--- src/sv/f32as_pkg.sv ---
// ----------------------------------------------------------------------------
// f32as_pkg
// shared constants and helpers for the single precision add/sub pipeline
// ----------------------------------------------------------------------------
package f32as_pkg;

    localparam int EXP_W  = 8;
    localparam int FRAC_W = 23;
    localparam int SIG_W  = FRAC_W + 1;
    localparam int LZ_W   = 5;
    localparam int XEXP_W = EXP_W + 2;

    localparam logic FUNC_ADD = 1'b0;
    localparam logic FUNC_SUB = 1'b1;

    localparam logic [SIG_W-1:0] HIDDEN_ONE = 24'h80_0000;

    // leading zeros of a 24 bit significand, nonzero input assumed
    function automatic logic [LZ_W-1:0] lzc24(input logic [SIG_W-1:0] v);
        logic [LZ_W-1:0] n;
        logic            found;
        n     = '0;
        found = 1'b0;
        for (int k = SIG_W - 1; k >= 0; k--) begin
            if (!found && v[k]) begin
                found = 1'b1;
                n     = LZ_W'(SIG_W - 1 - k);
            end
        end
        return n;
    endfunction

endpackage

--- src/sv/float32_add_sub_truncating.sv ---
// ----------------------------------------------------------------------------
// float32_add_sub_truncating
// single precision add/subtract, truncating, no special values, four stages
// ----------------------------------------------------------------------------
// channel  | direction | tdata                      | tuser
// s_axis   | in        | [31:0] a_bits [63:32] b_bits | [0] func
// m_axis   | out       | [31:0] sum_bits            | [0] exp_range_error
//
// one item per cycle while the output is not stalled, four register stages r1 to r4, output taken from r4
// the four stages share one enable: they advance when the output is empty or taken
// a stall on the output holds every stage, so the input is not ready
// synchronous active low reset clears the valid bits only
module float32_add_sub_truncating (
    input  logic        i_clk,
    input  logic        i_rst_n,
    input  logic        s_axis_tvalid,
    output logic        s_axis_tready,
    input  logic [63:0] s_axis_tdata,   // a_bits, b_bits
    input  logic [0:0]  s_axis_tuser,   // func
    output logic        m_axis_tvalid,
    input  logic        m_axis_tready,
    output logic [31:0] m_axis_tdata,   // sum_bits
    output logic [0:0]  m_axis_tuser    // exp_range_error
);
    import f32as_pkg::*;

    logic en;
    logic r_v1, r_v2, r_v3, r_v4;

    // stage 1: sign reduction and operand ordering
    logic             s1_is_add, s1_sign, s1_swap, s1_xa;
    logic [31:0]      s1_x, s1_y, s1_big, s1_small;
    logic             r1_is_add, r1_sign;
    logic [EXP_W-1:0] r1_exp, r1_sh;
    logic [SIG_W-1:0] r1_bsig, r1_ssig;

    // stage 2: alignment and magnitude add or subtract
    logic [SIG_W-1:0] s2_shifted;
    logic             s2_borrow;
    logic [SIG_W:0]   s2_res;
    logic             r2_is_add, r2_sign, r2_borrow, r2_zero;
    logic [EXP_W-1:0] r2_exp;
    logic [SIG_W:0]   r2_res;

    // stage 3: leading zero count
    logic             r3_is_add, r3_sign, r3_borrow, r3_zero;
    logic [EXP_W-1:0] r3_exp;
    logic [SIG_W:0]   r3_res;
    logic [LZ_W-1:0]  r3_lz;

    // stage 4: normalize and pack
    logic [XEXP_W-1:0] n_exp;
    logic [SIG_W-1:0]  n_sig;
    logic              n_sign;
    logic [31:0]       r4_bits;
    logic              r4_err;

    assign en            = !r_v4 || m_axis_tready;
    assign s_axis_tready = en;

    always_comb begin
        s1_is_add = ((s_axis_tdata[31] == s_axis_tdata[63]) ^ (s_axis_tuser[0] == FUNC_SUB));
        s1_xa     = s1_is_add || !s_axis_tdata[31];
        s1_x      = s1_xa ? s_axis_tdata[31:0] : s_axis_tdata[63:32];
        s1_y      = s1_xa ? s_axis_tdata[63:32] : s_axis_tdata[31:0];
        if (s1_is_add) begin
            s1_swap = s1_x[30:23] < s1_y[30:23];
        end else begin
            s1_swap = (s1_x[30:23] < s1_y[30:23]) ||
                      ((s1_x[30:23] == s1_y[30:23]) && (s1_x[22:0] < s1_y[22:0]));
        end
        s1_big   = s1_swap ? s1_y : s1_x;
        s1_small = s1_swap ? s1_x : s1_y;
        s1_sign  = s1_is_add ? s_axis_tdata[31] : s1_swap;
    end

    always_comb begin
        s2_shifted = (r1_sh >= EXP_W'(SIG_W)) ? '0 : (r1_ssig >> r1_sh);
        s2_borrow  = (r1_sh != '0) && (r1_sh <= EXP_W'(SIG_W)) &&
                     r1_ssig[LZ_W'(r1_sh - 8'd1)];
        if (r1_is_add) begin
            s2_res = {1'b0, r1_bsig} + {1'b0, s2_shifted};
        end else begin
            s2_res = {1'b0, r1_bsig} - {1'b0, s2_shifted};
        end
    end

    always_comb begin
        n_sign = r3_sign;
        if (r3_is_add) begin
            if (r3_res[SIG_W]) begin
                n_sig = r3_res[SIG_W:1];
                n_exp = {2'b00, r3_exp} + XEXP_W'(1);
            end else begin
                n_sig = r3_res[SIG_W-1:0];
                n_exp = {2'b00, r3_exp};
            end
        end else if (r3_zero) begin
            n_sig  = '0;
            n_exp  = '0;
            n_sign = 1'b0;
        end else begin
            n_sig = r3_res[SIG_W-1:0] << r3_lz;
            n_exp = {2'b00, r3_exp} - {{(XEXP_W-LZ_W){1'b0}}, r3_lz};
            if (r3_borrow) begin
                n_sig = n_sig - SIG_W'(1);
            end
        end
    end

    always_ff @(posedge i_clk) begin
        if (!i_rst_n) begin
            r_v1 <= 1'b0;
            r_v2 <= 1'b0;
            r_v3 <= 1'b0;
            r_v4 <= 1'b0;
        end else if (en) begin
            r_v1 <= s_axis_tvalid;
            r_v2 <= r_v1;
            r_v3 <= r_v2;
            r_v4 <= r_v3;
        end
    end

    always_ff @(posedge i_clk) begin
        if (en) begin
            r1_is_add <= s1_is_add;
            r1_sign   <= s1_sign;
            r1_exp    <= s1_big[30:23];
            r1_sh     <= s1_big[30:23] - s1_small[30:23];
            r1_bsig   <= {1'b1, s1_big[22:0]};
            r1_ssig   <= {1'b1, s1_small[22:0]};

            r2_is_add <= r1_is_add;
            r2_sign   <= r1_sign;
            r2_exp    <= r1_exp;
            r2_res    <= s2_res;
            r2_borrow <= s2_borrow && !r1_is_add;
            r2_zero   <= !r1_is_add && (r1_sh == '0) && (s2_res == '0);

            r3_is_add <= r2_is_add;
            r3_sign   <= r2_sign;
            r3_exp    <= r2_exp;
            r3_res    <= r2_res;
            r3_borrow <= r2_borrow;
            r3_zero   <= r2_zero;
            r3_lz     <= lzc24(r2_res[SIG_W-1:0]);

            r4_bits   <= {n_sign, n_exp[EXP_W-1:0], n_sig[FRAC_W-1:0]};
            r4_err    <= n_exp[XEXP_W-1] || n_exp[XEXP_W-2];
        end
    end

    assign m_axis_tvalid   = r_v4;
    assign m_axis_tdata    = r4_bits;
    assign m_axis_tuser[0] = r4_err;

endmodule

--- config.mk ---
export PLATFORM = sky130hd
export DESIGN_NAME = float32_add_sub_truncating
export DESIGN_NICKNAME = d
export VERILOG_FILES = /design/src/sv/f32as_pkg.sv /design/src/sv/float32_add_sub_truncating.sv
export SDC_FILE = /design/constraint.sdc
export NUM_CORES = 1
export LEC_CHECK = 0
export ABC_AREA = 1
export CORE_UTILIZATION = 40
export CTS_BUF_LIST = sky130_fd_sc_hd__clkbuf_8 sky130_fd_sc_hd__clkbuf_16
export DETAILED_ROUTE_END_ITERATION = 12
export DONT_BUFFER_PORTS = 1
export PLACE_DENSITY_LB_ADDON = 0.15
export SYNTH_ARGS = -nofsm -noshare
export SYNTH_HDL_FRONTEND = slang
export SYNTH_SLANG_ARGS = --single-unit
--- constraint.sdc ---
create_clock -name i_clk -period 13.6 [get_ports i_clk]
set_input_delay 2.72 -clock i_clk [delete_from_list [all_inputs] [get_ports i_clk]]
set_output_delay 2.72 -clock i_clk [all_outputs]
set_load 0.05 [all_outputs]
==> reports/qor_table.md <==
| Metric | Reported | Unit |
| --- | --- | --- |
| Status | complete, no violations | - |
| Initial core utilization | 0.4084 | - |
| Worst Skew | 0.01014 | ns |
| Final routed wirelength across all metal layers | 34.53 | mm |
| Count of input and output buffers | 0 | - |
| Post-CTS resize count | 0 | - |
| Final antenna-violating net count | 0 | - |
| Area enclosed by the die boundary | 36200 | µm² |
| CTS root buffer | sky130_fd_sc_hd__clkbuf_16 | - |
| Clock latency reported for the late side of the worst-skew pair | 0.43 | ns |
| CP cell instances | nor2_1 > inv_8 | - |
| Slew HR | 0.2715 | - |
| Number of detailed-routing iterations run before antenna repair | 5 | - |
| Maximum number of pins on one net before global-route repair | 107 | - |
| Final weighted congestion in routability-driven placement | 0.9253 | - |
| Post-route insts no fill | 2356 | - |
| MaxCap Viol Count | 0 | - |
| Total of fill cells in the finished design | 3627 | - |
| Number of unique standard cell types used by synthesis | 65 | - |
| Kind of end point of the critical path | output port | - |
| Critical-path maximum fanout | 101 | - |
| Post-route cell area | 14900 | µm² |
| Number of antenna violations at the first check in global routing | 0 | - |
| Setup slack of the worst register-to-register path | 7.57 | ns |
| Half-perimeter wire length after placement | 27.47 | mm |
| Starting DRC count in detailed routing | 608 | - |
| Fraction of the yosys area taken by sequential cells | 0.3785 | - |
| Post-DR vias/cell | 5.149 | - |
| Average cell area after synthesis | 7.311 | µm² |
| Final Cycle Share | 0.4614 | - |
| Setup TNS | 0 | ns |
| Unrepaired setup endpoints after global routing | false | - |
| Required time of the critical path | 10.88 | ns |
| Worst Setup Start Kind | primary input | - |
| Lkg Pwr | 6.780 | nW |
| WL per Instance | 14.66 | µm |
| Synthesis-stage register bit count | 180 | - |
| CTS tree | yes | - |
| Worst Max-Slew Pin Slew | 1.093 | ns |
| Cell area after synthesis | 14180 | µm² |
| Number of standard cells after synthesis | 1939 | - |
| Post-Place Cells | 2324 | - |
| Number of setup buffers added after CTS | 0 | - |
| GR Util All Layers | 0.1960 | - |
| Wire length of the first global-routing pass | 56.52 | mm |
| Placeable core region | 34710 | µm² |
| Post-place instance area | 14320 | µm² |
| Layout-stage area growth over the synthesis result | 5.075 | % |
| Antenna cell count | 0 | - |
| Longest Clk Path Bufs | 2 | - |
| Total clock buffers created by CTS | 17 | - |
| Power density cells | 219.5 | nW/µm² |
| Share of synthesized registers carrying an async set or reset | 0 | - |
| Htree depth | 4 | - |
| Total setup violations reported at the end of the flow | 0 | - |
| Via count of the first global-routing pass | 11510 | - |
| DRC violation count after routing | 0 | - |
| Peak VDD IR | 97.65 | µV |
| Final worst path period need | 6.276 | ns |
| Area share of xor/xnor cells in the synthesized design | 0.04078 | - |
| Horizontal die dimension | 190.3 | µm |
| Net count after synthesis | 2046 | - |
| Max Slew Vio Count | 0 | - |
| Type of the most critical hold path | reg -> reg | - |
| Share of synthesized cell area in and, or, nand and nor gates | 0.2805 | - |
| Synthesized-area fraction occupied by adder cells | 0.03460 | - |
| Type of the setup path with the least slack | in -> out | - |
| Height of the die | 190.3 | µm |
| Net count, final | 1995 | - |
| Flip-flop cell with the highest count after synthesis | sky130_fd_sc_hd__edfxtp_1 | - |
| Number of vias in the routed layout | 12131 | - |
| Slowest cell on crit path | sky130_fd_sc_hd__nor2_1 | - |
| Synth Area in Compound Gates | 0.1600 | - |
| Fraction of final layout cells sized beyond drive strength 1 | 0.04734 | - |
| # clock sinks | 180 | - |
| Final count of hold timing violations | 0 | - |
| EDFF count, synth | 176 | - |
| Multiplexer share of the synthesized area | 0.007944 | - |
| Family of cells with the greatest summed delay on the critical path | simple AND/OR/NAND/NOR gates | - |
| Maximum clock rate | 159.3 | MHz |
| Sum of buffers and inverters on the critical path | 1 | - |
| Total power | 3.270 | mW |
| CTS clk-pin slew, worst paths | 0.07 | ns |
| Largest family of logic cells by synthesized area | simple AND/OR/NAND/NOR gates | - |
| Core Rows | 68 | - |
| Ys Warns | 0 | - |
| Arrival time reported for the critical path endpoint | 3.56 | ns |
| Total overflow reported by the global router | 0 | - |
| Share of the core filled with cells | 0.4291 | - |
| Hold-fix buffer count after cts | 0 | - |
| Number of top-level design ports | 104 | - |
| Delay of the slowest cell on the worst path | 0.40 | ns |
report_power, final:
part | switching (mW) | internal [mW] | total, mW | leakage (nW)
sequential | 0.297 | 0.879 | 1.18 | 1.92
combinational | 1.06 | 0.550 | 1.61 | 4.57
clock | 0.225 | 0.258 | 0.483 | 0.289
total | 1.58 | 1.69 | 3.27 | 6.78
sequential cells by signal (all words and copies together) (netlist names), 5 cells and up:
register / cells
r1_sh: 8
r3_exp: 8
r2_exp: 8
r1_exp: 8
r3_lz: 5
r1_bsig: 23
r2_res: 25
m_axis_tdata: 32
r1_ssig: 23
r3_res: 25
cells in the final DEF, fill, tap and decap left out, drive strengths merged, types with 6 or more instances in the layout:
cell type / Yosys / final
a31oi: 6 / 6
nor3: 25 / 25
a21oi: 76 / 76
o21ai: 241 / 241
nand4: 22 / 22
nor4: 6 / 6
or2: 13 / 13
o211ai: 20 / 20
o21a: 6 / 6
nand2: 547 / 547
o21bai: 9 / 9
and2: 7 / 7
mux2i: 9 / 9
nand3: 138 / 138
nand3b: 9 / 9
xnor2: 24 / 24
ha: 36 / 36
clkbuf: 28 / 17
clkinv: 1 / 9
inv: 242 / 248
nor2: 154 / 154
xor2: 42 / 42
edfxtp: 176 / 176
layout make-up:
class / instances / area, µm² / share of cell area
flip-flops and latches: 180 / 5365 / 0.3602
multi-input cells: 1441 / 7426 / 0.4985
inverters: 243 / 919.6 / 0.06174
clock buffers: 17 / 425.4 / 0.02856
well taps: 455 / 569.3 / 0.03822
repair buffers: 5 / 37.54 / 0.002520
clock inverters: 15 / 152.6 / 0.01025
path summary, 6_finish.rpt:
| path | start | to | cells after the start |
|---|---|---|---|
| setup / recovery | m_axis_tready | s_axis_tready | 2 |
| hold / removal | r2_exp[2] | r3_exp[2] | 0 |
| setup reg to reg | r1_sh[0] | r2_zero | 28 |
| hold reg to reg | r2_exp[2] | r3_exp[2] | 0 |
cells by family (layout without fill, tap and decap cells):
family / Yosys count / in the layout
multiplexers: 11 / 11
buffers and inverters: 318 / 280
XOR/XNOR: 66 / 66
flip-flops: 180 / 180
AND/OR/NAND/NOR: 925 / 925
AO/OA/AOI/OAI: 401 / 401
adder cells (fa/ha/maj): 38 / 38
Yosys cell counts, types with 20 or more instances:
cell type,number,area share
sky130_fd_sc_hd__nor2_1,147,0.039
sky130_fd_sc_hd__xor2_1,42,0.026
sky130_fd_sc_hd__nand2_1,536,0.14
sky130_fd_sc_hd__a21oi_1,73,0.026
sky130_fd_sc_hd__o211ai_1,20,0.011
sky130_fd_sc_hd__edfxtp_1,176,0.37
sky130_fd_sc_hd__ha_1,36,0.032
sky130_fd_sc_hd__inv_1,235,0.062
sky130_fd_sc_hd__xnor2_1,24,0.015
sky130_fd_sc_hd__o21ai_1,71,0.025
sky130_fd_sc_hd__nand4_1,22,0.0097
sky130_fd_sc_hd__o21ai_0,165,0.058
sky130_fd_sc_hd__nor3_1,22,0.0078
sky130_fd_sc_hd__clkbuf_1,27,0.0071
sky130_fd_sc_hd__nand3_1,136,0.048
stage by stage:
stage	setup WS, ns	hold WS (ns)
floorplan	4.360	0.4003
global placement	7.364	0.4036
detailed placement	7.328	0.4045
CTS	7.329	0.4208
global route	6.831	0.4299
finish	7.324	0.4197
routing by layer:
layer,GRT usage,part of all wire,vias up
li1,-,-,6380
met1,0.2465,0.46,5458
met2,0.3428,0.49,249
met3,0.02668,0.034,44
met4,0.06862,0.022,0
met5,0,0,-
Note: power is estimated with default switching activity, not from simulation.
